`config.mk`:
```
export PLATFORM = sky130hd
export DESIGN_NAME = utf8_byte_stream_validator_top
export DESIGN_NICKNAME = d
export VERILOG_FILES = /design/src/rtl/core/u8v_pkg.sv /design/src/rtl/core/utf8_byte_stream_validator_top.sv
export SDC_FILE = /design/constraint.sdc
export NUM_CORES = 1
export LEC_CHECK = 0
export ABC_AREA = 1
export BUFFER_PORTS_ARGS = -buffer_cell sky130_fd_sc_hd__buf_2
export CAP_MARGIN = 30
export CORE_MARGIN = 2
export CORE_UTILIZATION = 55
export CTS_BUF_LIST = sky130_fd_sc_hd__clkbuf_8
export CTS_CLUSTER_DIAMETER = 60
export CTS_CLUSTER_SIZE = 8
export DETAILED_ROUTE_END_ITERATION = 8
export GPL_TIMING_DRIVEN = 0
export PLACE_DENSITY_LB_ADDON = 0.15
export SLEW_MARGIN = 10
export SYNTH_ARGS = -nofsm -noshare
export SYNTH_HDL_FRONTEND = slang
export SYNTH_SLANG_ARGS = --single-unit
```
`constraint.sdc`:
```
create_clock -name clk_i -period 3.2 [get_ports clk_i]
set_clock_uncertainty 0.2 [all_clocks]
set_input_delay 0.96 -clock clk_i [delete_from_list [all_inputs] [get_ports clk_i]]
set_output_delay 0.96 -clock clk_i [all_outputs]
set_load 0.1 [all_outputs]
```
`src/rtl/core/u8v_pkg.sv`:
```
// UTF-8 validator package: sequence limits, lead-byte decode and the
// overlong check on a closed sequence. No dependencies.
`default_nettype none

package u8v_pkg;

  localparam int unsigned MaxSeqLen = 6;
  localparam int unsigned LenW      = 3;
  localparam int unsigned AccW      = 31;
  localparam int unsigned OnesW     = 4;

  typedef logic [LenW-1:0] seq_len_t;
  typedef logic [AccW-1:0] acc_t;
  typedef logic [OnesW-1:0] ones_t;

  // count of leading ones of a byte, 0 to 8
  function automatic ones_t lead_ones(input logic [7:0] b);
    ones_t n;
    n = '0;
    priority if (b[7:0] == 8'hFF) n = ones_t'(8);
    else if (b[7:1] == 7'h7F) n = ones_t'(7);
    else if (b[7:2] == 6'h3F) n = ones_t'(6);
    else if (b[7:3] == 5'h1F) n = ones_t'(5);
    else if (b[7:4] == 4'hF)  n = ones_t'(4);
    else if (b[7:5] == 3'h7)  n = ones_t'(3);
    else if (b[7:6] == 2'h3)  n = ones_t'(2);
    else if (b[7])            n = ones_t'(1);
    else                      n = ones_t'(0);
    return n;
  endfunction

  // A closed sequence of len bytes holds at most 5*len+1 bits, so only the
  // minimum bit length can fail: the code point needs a one in its top field.
  function automatic logic min_len_ok(input seq_len_t len, input acc_t acc,
                                      input logic allow_nul);
    logic ok;
    ok = 1'b0;
    unique case (len)
      3'd2:    ok = (acc[10:7] != '0) || ((acc == '0) && allow_nul);
      3'd3:    ok = (acc[15:11] != '0);
      3'd4:    ok = (acc[20:16] != '0);
      3'd5:    ok = (acc[25:21] != '0);
      3'd6:    ok = (acc[30:26] != '0);
      default: ok = 1'b0;
    endcase
    return ok;
  endfunction

endpackage

`default_nettype wire

```
`src/rtl/core/utf8_byte_stream_validator_top.sv`:
```
// UTF-8 byte stream validator, original 6-byte form: top level.
// Depends on u8v_pkg.
`default_nettype none

// Usage
//  Input channel (in_valid_i / in_ready_o): one request per buffer byte.
//  byte_present_i qualifies data_byte_i; end_of_buffer_i marks the last
//  request of a buffer, which may carry no byte (empty buffer).
//  Output channel (out_valid_o / out_ready_i): one verdict request per
//  buffer, is_valid_o high when the buffer was well formed and no sequence
//  was left open.
//  Throughput: one byte per cycle while in_ready_o is high. Each byte is
//  decoded combinationally against the sequence state registers; the
//  leading-one count and the overlong test on the accumulator are the whole per-byte path.
//  Latency: the verdict is shown the cycle after the end request is taken,
//  unless an earlier verdict is still waiting to be taken.
//  Stall: results sit in an output register backed by a one-entry skid
//  register, so bytes keep flowing while a verdict waits; in_ready_o drops
//  only when both hold a verdict.
//  Reset: sequence state, error flag, output slot valid flags and the
//  modified-NUL enable clear at once; no start-up pass.
//  Configuration: cfg_we_i writes the modified-NUL enable from cfg_wdata_i.
module utf8_byte_stream_validator_top (
  input  wire  clk_i,
  input  wire  rst_ni,
  input  wire  cfg_we_i,
  input  wire  cfg_wdata_i,
  input  wire  in_valid_i,
  output logic in_ready_o,
  input  wire  [7:0] data_byte_i,
  input  wire  byte_present_i,
  input  wire  end_of_buffer_i,
  output logic out_valid_o,
  input  wire  out_ready_i,
  output logic is_valid_o
);
  import u8v_pkg::*;

  logic     allow_nul_q;
  seq_len_t len_q, len_d;
  seq_len_t seen_q, seen_d;
  acc_t     acc_q, acc_d;
  logic     err_q, err_d;

  logic out_valid_q, out_valid_d, out_bit_q, out_bit_d;
  logic skid_valid_q, skid_valid_d, skid_bit_q, skid_bit_d;

  ones_t    ones;
  seq_len_t seen_inc;
  acc_t     acc_shift;
  logic     take, push, pop, verdict;

  assign in_ready_o  = !skid_valid_q;
  assign take        = in_valid_i && in_ready_o;
  assign push        = take && end_of_buffer_i;
  assign pop         = out_valid_q && out_ready_i;
  assign out_valid_o = out_valid_q;
  assign is_valid_o  = out_bit_q;

  assign ones      = lead_ones(data_byte_i);
  assign seen_inc  = seen_q + seq_len_t'(1);
  assign acc_shift = {acc_q[AccW-7:0], data_byte_i[5:0]};

  // byte decode and sequence tracking
  always_comb begin
    len_d   = len_q;
    seen_d  = seen_q;
    acc_d   = acc_q;
    err_d   = err_q;
    verdict = 1'b0;
    if (take && byte_present_i && !err_q) begin
      if (len_q == '0) begin
        if (data_byte_i[7]) begin
          if (!data_byte_i[6] || ones > ones_t'(MaxSeqLen)) begin
            err_d = 1'b1; // stray continuation or too many leading ones
          end else begin
            len_d  = seq_len_t'(ones);
            seen_d = seq_len_t'(1);
            acc_d  = acc_t'(data_byte_i & (8'hFF >> ones));
          end
        end
      end else if (data_byte_i[7:6] != 2'b10) begin
        err_d = 1'b1;
      end else begin
        acc_d  = acc_shift;
        seen_d = seen_inc;
        if (seen_inc >= len_q) begin
          if (!min_len_ok(len_q, acc_shift, allow_nul_q)) begin
            err_d = 1'b1; // overlong
          end else begin
            len_d  = '0;
            seen_d = '0;
            acc_d  = '0;
          end
        end
      end
    end
    verdict = !err_d && (len_d == '0);
    if (push) begin
      len_d  = '0;
      seen_d = '0;
      acc_d  = '0;
      err_d  = 1'b0;
    end
  end

  // two-slot result buffer
  always_comb begin
    out_valid_d  = out_valid_q;
    out_bit_d    = out_bit_q;
    skid_valid_d = skid_valid_q;
    skid_bit_d   = skid_bit_q;
    if (pop || !out_valid_q) begin
      if (skid_valid_q) begin
        out_valid_d  = 1'b1;
        out_bit_d    = skid_bit_q;
        skid_valid_d = 1'b0;
      end else begin
        out_valid_d = push;
        out_bit_d   = verdict;
      end
    end else if (push) begin
      skid_valid_d = 1'b1;
      skid_bit_d   = verdict;
    end
  end

  always_ff @(posedge clk_i or negedge rst_ni) begin
    if (!rst_ni) begin
      allow_nul_q  <= 1'b0;
      len_q        <= '0;
      seen_q       <= '0;
      acc_q        <= '0;
      err_q        <= 1'b0;
      out_valid_q  <= 1'b0;
      skid_valid_q <= 1'b0;
    end else begin
      if (cfg_we_i) begin
        allow_nul_q <= cfg_wdata_i;
      end
      len_q        <= len_d;
      seen_q       <= seen_d;
      acc_q        <= acc_d;
      err_q        <= err_d;
      out_valid_q  <= out_valid_d;
      skid_valid_q <= skid_valid_d;
    end
  end

  always_ff @(posedge clk_i) begin
    out_bit_q  <= out_bit_d;
    skid_bit_q <= skid_bit_d;
  end

endmodule

`default_nettype wire

```
# [Yosys cells after proc, flatten, opt, wreduce, memory -nomap -nowiden]
# Cells that the tools add are included.
# W data, S select, Z words.
[op_classes] addsub=1 n_lt_le_gt_ge=2 eq_ne=16 shifts=1 muxes=49 bitwise_logic=2 n_reduce_logical=27
[ops] cell="$mux W25" count=8
[ops] cell="$mux W3" count=20
[ops] cell="$logic_not A31 Y1" count=1
[ops] cell="$and A8 B25 Y25" count=1
[ops] cell="$shr A8 B4 Y25 const A" count=1
[ops] cell="$reduce_bool A5 Y1" count=4
[ops] cell="$mux W1" count=17
[ops] cell="$eq A3 B3 Y1 const B" count=4
[ops] cell="$ne A3 B3 Y1 const B" count=3
[ops] cell="$eq A8 B8 Y1 const B" count=1
[ops] cell="$eq A7 B7 Y1 const B" count=1
[ops] cell="$logic_and A1 B1 Y1" count=7
[ops] cell="$eq A3 B2 Y1 const B" count=2
[ops] cell="$eq A6 B6 Y1 const B" count=1
[ops] cell="$logic_not A3 Y1" count=2
[ops] cell="$eq A5 B5 Y1 const B" count=1
[ops] cell="$logic_not A1 Y1" count=5
[ops] cell="$pmux W1 S5" count=1
[ops] cell="$eq A4 B4 Y1 const B" count=1
[ops] cell="$gt A4 B3 Y1 const B" count=1
[ops] cell="$mux W2" count=2
[ops] cell="$mux W4" count=1
[ops] cell="$reduce_and A4 Y1" count=1
[ops] cell="$reduce_bool A2 Y1" count=2
[ops] cell="8 further kinds" count=10
[word_totals] regBits=37 in_bits=16 elab_cells=107

# [Longest topological paths before layout]
# Gate-level depths: netlist of the first run.
[depth] word_depth=17 ltp_mapped=15 depth_no_buf=15

# [Least setup slack after synthesis of the first run]
# OpenSTA, ideal clock, no wires.
[synth_timing] path_kind="register -> register" from="register skid_valid_q" to="register acc_q[10]" setup_time_ns=0.117 arrival_time_ns=2.136 required_ns=2.883 path_slack_ns=0.748 path_stages_with_launch=8 synth_period_minus_slack_ns=2.452 cell_sequence="dfrtp_1 -> inv_1 -> nand3_1 -> and3_4 -> buf_6 -> buf_12 -> nand3_2 -> nand2_1"
[synth_between] elab_chain_len=6
[synth_lines] item="from (decl)" line="utf8_byte_stream_validator_top.sv:46" text="logic skid_valid_q, skid_valid_d, skid_bit_q, skid_bit_d;"
[synth_lines] item="from (signal assigned)" line="utf8_byte_stream_validator_top.sv:146" text="skid_valid_q <= skid_valid_d;"
[synth_lines] item="$logic_not A1 Y1 *" line="utf8_byte_stream_validator_top.sv:53" text="assign in_ready_o = !skid_valid_q;"
[synth_lines] item="named net in_ready_o" line="utf8_byte_stream_validator_top.sv:29" text="output logic in_ready_o,"
[synth_lines] item="$logic_and A1 B1 Y1 *" line="utf8_byte_stream_validator_top.sv:54" text="assign take = in_valid_i && in_ready_o;"
[synth_lines] item="$logic_and A1 B1 Y1 (2 in series)" line="utf8_byte_stream_validator_top.sv:71" text="if (take && byte_present_i && !err_q) begin"
[synth_lines] item="$reduce_bool A2 Y1 (no source line)"
[synth_lines] item="$reduce_and A4 Y1 (no source line)"
[synth_lines] item="to (signal assigned)" line="utf8_byte_stream_validator_top.sv:133" text="acc_q <= '0;"
[synth_lines] item="to (signal assigned)" line="utf8_byte_stream_validator_top.sv:143" text="acc_q <= acc_d;"
[synth_lines] item="to (decl)" line="utf8_byte_stream_validator_top.sv:42" text="acc_t acc_q, acc_d;"
# Mark *: on every way through the listed nets, which the timed path passes. The rest lies on a longest branch.
# A chain may end at the register's enable or synchronous reset.

# [Final worst setup path of the first run]
[layout_timing] from="register seen_q[0]" to="register seen_q[1]"
[layout_between] elab_chain_len=7
[layout_lines] item="from (decl)" line="utf8_byte_stream_validator_top.sv:41" text="seq_len_t seen_q, seen_d;"
[layout_lines] item="from (signal assigned)" line="utf8_byte_stream_validator_top.sv:142" text="seen_q <= seen_d;"
[layout_lines] item="$add A3 B1 Y3 *" line="utf8_byte_stream_validator_top.sv:61" text="assign seen_inc = seen_q + seq_len_t'(1);"
[layout_lines] item="$ge A3 B3 Y1 or $mux W3 (tied branches)" line="utf8_byte_stream_validator_top.sv:87, utf8_byte_stream_validator_top.sv:88"
[layout_lines] item="$mux W3 *" line="utf8_byte_stream_validator_top.sv:87" text="if (seen_inc >= len_q) begin"
[layout_lines] item="$mux W3 *" line="utf8_byte_stream_validator_top.sv:82" text="end else if (data_byte_i[7:6] != 2'b10) begin"
[layout_lines] item="$mux W3 *" line="utf8_byte_stream_validator_top.sv:72" text="if (len_q == '0) begin"
[layout_lines] item="$mux W3 *" line="utf8_byte_stream_validator_top.sv:71"
[layout_lines] item="$mux W3 *" line="utf8_byte_stream_validator_top.sv:99" text="if (push) begin"
# Mark *: on every way between the ends. The rest lies on a longest branch, timed or not. The select of a mux whose other input is x is not followed.

==> flow_metrics.tcl, run 1 <==
set metrics [dict create \
    wl_per_cell_um 13.67 \
    cp.required_ns 3.17 \
    fill_cells 352 \
    layout_common_cells "nand2_1, dfrtp_1, nand3_1" \
    nets 313 \
    dp_hpwl_um 3535 \
    dpl_cell_area_um2 2302 \
    fmax_mhz 383.1 \
    outcome "complete, no violations" \
    power.density_nw_per_um2 458.9 \
    synthToLayoutAreaGrowth_pct 10.81 \
    drtIter0Drc 174 \
    dp_slack_ns 0.4326 \
    cts_max_path_buffers 2 \
    clkLatencyLatePin_ns 0.29 \
    mostFrequentLayoutCell "nand2_1" \
    critPathArrivalTime_ns 2.58 \
    firstDrtPassIters 4 \
    design_area_um2 2385 \
    r2r-start "seen_q[0]" \
    cts_setup_buffers 0 \
    gp_congestion 0.9290 \
    viasPerCell 5.462 \
    finalWorstSetupSlack_ns 0.5894 \
    core_um2 3716 \
    ant_nets 0 \
    cp_slowest_stage_delay_ns 0.41 \
    cts.sinks 37 \
    final_layout_size_suffix_gt1_frac 0.2007 \
    yosys_most_used_dff "dfrtp_1" \
    min_period_over_period 0.8158 \
    tightestPinTransition_ns 0.7910 \
    drc 0 \
    fin_util 0.6418 \
    synth_edf_count 2 \
    die-area_um2 4429 \
    finalNonFillerCells 342 \
    setup_viol 0 \
    critPathLaunchType "register" \
    syn_area_per_cell_um2 8.030 \
    start_util 0.5791 \
    crit_chain "ha_1 > xor2_1 > ha_1 > nand2_1 > o211ai_1 > nand2_4 > and3_4 > buf_6 > buf_12 > nand3_2 > nand2_1" \
    p_leak_nw 1.209 \
    crit_fanout 10 \
    ys_types 33 \
    async_flop_share 0.9459 \
    syn_area_um2 2152 \
    clk_pin_slew_worst_paths_ns 0.06 \
    die_w_um 66.55 \
    cts_inserted_buffers 5 \
    cts.repair.resized 0 \
    grt_setup_unrepaired "false" \
    grt_pass1_wl_um 8024 \
    worst_path_max_delay_cell "dfrtp_1" \
    dp.cells 334 \
    synth_nets 288 \
    crit_type "reg -> reg" \
    synth_seq_area_share 0.4349 \
    die_y_um 66.55 \
    slew_headroom 0.4726 \
    hold_violations 0 \
    htree_num_levels 2 \
    ys.warnings.count 0 \
    min_period_ns 2.611 \
    tns_ns 0 \
    antenna_found_initial 0 \
    grt_pass1_vias 1753 \
    grtUsageTotal 0.2442 \
    min-delay-start "seen_q[1]" \
    ir_worst_vdd_uv 267.7 \
    cts_tree "built" \
    hold_class "reg -> reg" \
    num_antenna_cells 0 \
    fin_total_pwr_mw 1.094 \
    cp-startpoint "seen_q[0]" \
    synthCells 268 \
    maxCapViolCount 0 \
    root_buffer "clkbuf_8" \
    holdWs_ns 0.3003 \
    synth-seq-cells 37 \
    grt_max_degree 36 \
    slew_viol_final 0 \
    num_io_pins 19 \
    hold_buffers 0 \
    endpoint_kind "register" \
    drt_wl_total_um 4676 \
    rows 22 \
    numPortBuffers 18 \
    grt_overflow_total 0 \
    vias 1868 \
]
power by group:
part / leakage [nW] / total (mW) / switching (mW) / internal [mW]
Sequential: 0.498 / 0.520 / 0.0200 / 0.500
Combinational: 0.662 / 0.262 / 0.183 / 0.0795
Clock: 0.0491 / 0.312 / 0.165 / 0.148
Total: 1.21 / 1.09 / 0.367 / 0.727
flip-flops by register name, indices dropped and copies added, names as in the netlist:
register / flops
is_valid_o: 1
skid_valid_q: 1
seen_q: 3
err_q: 1
skid_bit_q: 1
len_q: 3
out_valid_o: 1
allow_nul_q: 1
acc_q: 25
cells by family after synthesis:
| logic type | count (synthesis) | share of synthesized area |
|---|---|---|
| simple gates | 149 | 0.3459 |
| compound gates | 38 | 0.09942 |
| mux | 1 | 0.005232 |
| xor+xnor | 1 | 0.004071 |
| fa+ha+maj | 4 | 0.02326 |
| flops | 37 | 0.4349 |
| buf+inv | 38 | 0.08720 |
final cells by class:
| type | instances | area [µm²] | share of cell area |
|---|---|---|---|
| well taps | 48 | 60.06 | 0.02518 |
| repair buffers | 18 | 90.09 | 0.03778 |
| plain buffers | 7 | 68.82 | 0.02886 |
| flip-flops and latches | 37 | 935.9 | 0.3924 |
| multi-input cells | 193 | 1028 | 0.4313 |
| clock inverters | 3 | 13.76 | 0.005771 |
| clock buffers | 5 | 68.82 | 0.02886 |
| inverters | 31 | 118.9 | 0.04984 |
synthesized netlist by cell type, types with 3 or more instances:
cell	count	area, µm²
nor2_1	25	93.84
dfrtp_1	35	875.8
o211ai_1	4	30.03
nand3_1	30	150.1
nand2_4	3	33.78
inv_2	4	15.01
nand4_1	6	37.54
o21ai_0	17	85.08
buf_4	3	22.52
nor3_1	5	25.02
a21oi_1	9	45.04
o21ai_1	3	15.01
nand3_2	10	100.1
ha_1	4	50.05
inv_1	26	97.59
nand2_1	61	229.0
worst paths after layout:
path	to	slack, ns	cells past startpoint
max in group asynchronous	acc_q[6]	1.74	1
max reg2reg	seen_q[1]	0.59	11
min reg2reg	seen_q[1]	0.30	2
min	seen_q[1]	0.30	2
max	seen_q[1]	0.59	11
min in group asynchronous	acc_q[20]	0.55	1
per-layer routing:
metal | track usage | share of wire
met1 | 0.3076 | 0.46
met2 | 0.4100 | 0.48
met3 | 0.04392 | 0.038
met4 | 0.1046 | 0.020
met5 | 0 | 0
worst max-delay path: cells and delay by family, from the launching register on:
| family | cells | cell delay (ns) |
|---|---|---|
| XOR/XNOR | 1 | 0.17 |
| AND/OR/NAND/NOR | 5 | 0.50 |
| buffers and inverters | 2 | 0.29 |
| AO/OA/AOI/OAI | 1 | 0.40 |
| flip-flops | 1 | 0.41 |
| adder cells (fa/ha/maj) | 2 | 0.54 |
(Power assumes the default switching activity.)
==> inputs of run 2 (changes only) <==
clock period = 2.6 ns   (was 3.2 ns; I/O delays follow)
==> flow_metrics.tcl, run 2 (synthesis gave the netlist of run 1 again) <==
set metrics [dict create \
    outcome "complete, no violations" \
    clkLatencyLatePin_ns 0.29 \
    layout_common_cells "nand2_1, dfrtp_1, nand3_1" \
    synthToLayoutAreaGrowth_pct 12.56 \
    ant_nets 0 \
    drc 0 \
    vias 1888 \
    cp_slowest_stage_delay_ns 0.39 \
    dp_hpwl_um 3535 \
    tightestPinTransition_ns 0.7868 \
    fin_total_pwr_mw 1.360 \
    htree_num_levels 2 \
    die-area_um2 4429 \
    final_layout_size_suffix_gt1_frac 0.2162 \
    grtUsageTotal 0.2457 \
    top_regs "acc_q x25, len_q x3, seen_q x3" \
    cts_max_path_buffers 2 \
    power.density_nw_per_um2 561.6 \
    root_buffer "clkbuf_8" \
    top_register "acc_q" \
    wl_met1_um 2194 \
    setup_viol 0 \
    fmax_mhz 415.5 \
    antenna_found_initial 0 \
    dp_slack_ns 0.001764 \
    worstRegToRegCells 12 \
    grt_max_degree 36 \
    slew_headroom 0.4755 \
    crit_type "reg -> reg" \
    clk_pin_slew_worst_paths_ns 0.06 \
    crit_top_cell "nand2_1" \
    firstDrtPassIters 4 \
    wl_met2_um 2277 \
    grt_overflow_total 0 \
    p_leak_nw 1.220 \
    drt_wl_total_um 4765 \
    hold_buffers 0 \
    dr_wl_met3_um 200 \
    endpoint_kind "register" \
    numPortBuffers 18 \
    mostFrequentLayoutCell "nand2_1" \
    viasPerCell 5.488 \
    drtIter0Drc 148 \
    min_period_over_period 0.9258 \
    cts.sinks 37 \
    crit_chain "ha_1 > xor2_2 > ha_4 > nand2_1 > o211ai_1 > buf_4 > nand2_4 > and3_4 > buf_6 > buf_12 > nand3_2 > nand2_1" \
    crit_fanout 10 \
    finalWorstSetupSlack_ns 0.1930 \
    cts_tree "built" \
    num_io_pins 19 \
    hold_depth 2 \
    start_util 0.5791 \
    largest_register_ffs 25 \
    hold_class "reg -> reg" \
    ir_worst_vdd_uv 332.4 \
    critPathLaunchType "register" \
    worst_path_max_delay_cell "dfrtp_1" \
    nets 315 \
    gp_congestion 0.9290 \
    wl_per_cell_um 13.85 \
    cp.required_ns 2.57 \
    die_w_um 66.55 \
    grt_pass1_vias 1765 \
    top_layer_used "met4" \
    grt_pass1_wl_um 8073 \
    min_period_ns 2.407 \
    slew_viol_final 0 \
    core_um2 3716 \
    cts_inserted_buffers 5 \
    maxCapViolCount 0 \
    grt_setup_unrepaired "false" \
    rows 22 \
    critPathArrivalTime_ns 2.38 \
    num_antenna_cells 0 \
    hold_violations 0 \
    die_y_um 66.55 \
]
## run 2: cell types whose count changed in the layout (fill, tap and decap cells not counted)
cell,change
buf_4,+2
ha_1,-1
ha_4,+1
nor2_1,-1
nor2_2,+1
xor2_1,-1
xor2_2,+1
## run 2: power breakdown
part / switching (mW) / total (mW) / internal (mW) / leakage (nW)
clock network: 0.204 / 0.386 / 0.182 / 0.0491
logic: 0.229 / 0.336 / 0.107 / 0.673
registers: 0.0239 / 0.639 / 0.615 / 0.498
total: 0.457 / 1.36 / 0.903 / 1.22
## run 2: worst max-delay path: cells and delay by family, from the launching register on
family / cells / cell delay (ns)
adder cells (fa/ha/maj): 2 / 0.51
buffers and inverters: 3 / 0.46
AND/OR/NAND/NOR: 5 / 0.40
flip-flops: 1 / 0.39
XOR/XNOR: 1 / 0.17
AO/OA/AOI/OAI: 1 / 0.17
## run 2: metrics by stage
| stage | util | area, µm² | hold slack [ns] | TNS [ns] | std cells |
|---|---|---|---|---|---|
| after floorplan | - | 2152 | 0.2500 | 0 | 268 |
| after global placement | 0.6195 | 2302 | 0.2690 | -0.02690 | 334 |
| after detailed placement | 0.6195 | 2302 | 0.2951 | 0 | 334 |
| after CTS | 0.6438 | 2392 | 0.3114 | 0 | 343 |
| after global routing | 0.6519 | 2422 | 0.3376 | 0 | 344 |
| final | 0.6519 | 2422 | 0.2988 | 0 | 344 |
## run 2: area by class of cell
cell class | count | area (µm²)
plain buffers | 7 | 68.82
clock buffers | 5 | 68.82
clock inverters | 3 | 13.76
fillers | 343 | 1294
inverters | 31 | 118.9
multi-input cells | 193 | 1051
flip-flops and latches | 37 | 935.9
well taps | 48 | 60.06
repair buffers | 20 | 105.1
## run 2: final timing paths
path / from / to / slack [ns]
min: seen_q[1] / seen_q[1] / 0.30
min in group asynchronous: rst_ni / acc_q[21] / 0.37
max in group asynchronous: rst_ni / acc_q[6] / 1.33
min reg2reg: seen_q[1] / seen_q[1] / 0.30
max reg2reg: seen_q[0] / seen_q[1] / 0.19
max: seen_q[0] / seen_q[1] / 0.19
## run 2: routing by layer
layer	track usage	up-vias
met5	0	-
met4	0.1046	0
met3	0.04392	9
met2	0.4125	45
met1	0.3098	890
li1	-	944
## run 2: what timing repair did
item,CTS,global route
setup endpoints to repair,1,16
pin swaps,1,0
setup buffers,1,1
gates resized for setup,0,3
==> inputs of run 3 (changes only) <==
CAP_MARGIN = 40   (was 30)
RECOVER_POWER = 100   (was not set)
==> flow_metrics.tcl, run 3 (synthesis gave the netlist of run 1 again) <==
set metrics [dict create \
    outcome "complete, no violations" \
    grt.busiest_layer "met2" \
    power.density_nw_per_um2 564.0 \
    top_regs "acc_q x25, len_q x3, seen_q x3" \
    holdWs_ns 0.3007 \
    grt_pass1_wl_um 8073 \
    grt_pass1_vias 1765 \
    cts_tree "built" \
    grtUsageTotal 0.2457 \
    viasPerCell 5.500 \
    gp_congestion 0.9290 \
    drc 0 \
    hold_class "reg -> reg" \
    setup_viol 0 \
    drt_wl_total_um 4749 \
    vias 1892 \
    min_period_over_period 0.9300 \
    wl_per_cell_um 13.81 \
    nets 315 \
    root_buffer "clkbuf_8" \
    ir_worst_vdd_uv 331.0 \
    final_layout_size_suffix_gt1_frac 0.1993 \
    critPathArrivalTime_ns 2.40 \
    largest_register_ffs 25 \
    clk_pin_slew_worst_paths_ns 0.07 \
    cp.required_ns 2.58 \
    top_register "acc_q" \
    numPortBuffers 18 \
    fmax_mhz 413.5 \
    grt_setup_unrepaired "false" \
    synthToLayoutAreaGrowth_pct 11.05 \
    die-area_um2 4429 \
    maxCapViolCount 0 \
    grt_overflow_total 0 \
    cts_max_path_buffers 2 \
    cts.sinks 37 \
    critPathLaunchType "register" \
    slew_viol_final 0 \
    hold_violations 0 \
    clkLatencyLatePin_ns 0.29 \
    grt_util_met2 0.4125 \
    hold_buffers 0 \
    finalNonFillerCells 344 \
    num_io_pins 19 \
    r2r_setup_slack_ns 0.18 \
    dp.cells 334 \
    mostFrequentLayoutCell "nand2_1" \
    p_leak_nw 1.217 \
    slew_headroom 0.4067 \
    grt_max_degree 36 \
    fin_util 0.6431 \
    layout_common_cells "nand2_1, dfrtp_1, nand3_1" \
    start_util 0.5791 \
    die_y_um 66.55 \
    tightestPinTransition_ns 0.8899 \
    htree_num_levels 2 \
    crit_type "reg -> reg" \
    core_um2 3716 \
    endpoint_kind "register" \
    die_w_um 66.55 \
    grtUsageMet3 0.04392 \
    cts_inserted_buffers 5 \
    firstDrtPassIters 4 \
    crit_fanout 10 \
    rows 22 \
    drtIter0Drc 140 \
    dp_hpwl_um 3535 \
    ant_nets 0 \
    antenna_found_initial 0 \
    min_period_ns 2.418 \
    num_antenna_cells 0 \
    grt.met1_usage 0.3098 \
]
## run 3: changes by cell type in the layout (fill, tap and decap cells not counted), moves of 3 or more
cell	change
buf_2	-4
clkbuf_2	+4
nand3_1	+3
nand3_2	-3
o21ai_0	+4
o21ai_1	-3
## run 3: worst paths after layout
kind                       startpoint         to  depth (start not counted)
setup / recovery            seen_q[0]  seen_q[2]                         12
hold / removal              seen_q[1]  seen_q[1]                          2
setup reg to reg            seen_q[0]  seen_q[2]                         12
hold reg to reg             seen_q[1]  seen_q[1]                          2
max in group asynchronous      rst_ni   len_q[1]                          1
min in group asynchronous      rst_ni  acc_q[20]                          1
## run 3: worst max-delay path: stages (launching register included)
cell,delay [ns]
dfrtp_1,0.39
ha_1,0.23
xor2_2,0.17
ha_4,0.28
nand2_1,0.05
o211ai_1,0.17
buf_4,0.17
nand2_4,0.09
and3_4,0.16
buf_6,0.14
buf_12,0.14
nand3_1,0.07
nand2_1,0.05
## run 3: timing repair
item	in CTS	in global routing
pin swaps	1	0
endpoints found under the setup margin	1	16
gates resized for setup	0	3
buffers inserted	1	1
## run 3: layout make-up
class | count | area [µm²]
plain buffers | 7 | 65.06
clock buffers | 5 | 68.82
inverters | 31 | 118.9
well taps | 48 | 60.06
clock inverters | 3 | 13.76
repair buffers | 20 | 105.1
flip-flops and latches | 37 | 935.9
fillers | 347 | 1326
multi-input cells | 193 | 1022
## run 3: where the power goes
group / leakage, nW / total, mW / switching (mW) / internal (mW)
Sequential: 0.498 / 0.638 / 0.0235 / 0.615
Clock: 0.0491 / 0.382 / 0.200 / 0.182
Combinational: 0.670 / 0.328 / 0.225 / 0.103
Total: 1.22 / 1.35 / 0.448 / 0.900
## run 3: routing by layer
metal,vias to the layer above,part of all wire
met5,-,0
met4,0,0.020
met3,9,0.042
met2,42,0.49
met1,896,0.45
li1,945,-
## run 3: per-stage QoR
stage	power [mW]	cell area (µm²)	setup TNS (ns)	setup slack (ns)
2_1_floorplan	0.8866	2152	0	0.1477
3_3_place_gp	0.9699	2302	-0.02690	-0.01686
3_5_place_dp	0.9724	2302	0	0.001764
4_1_cts	1.358	2392	0	0.08726
5_1_grt	1.427	2390	0	0.02717
6_report	1.348	2390	0	0.1819
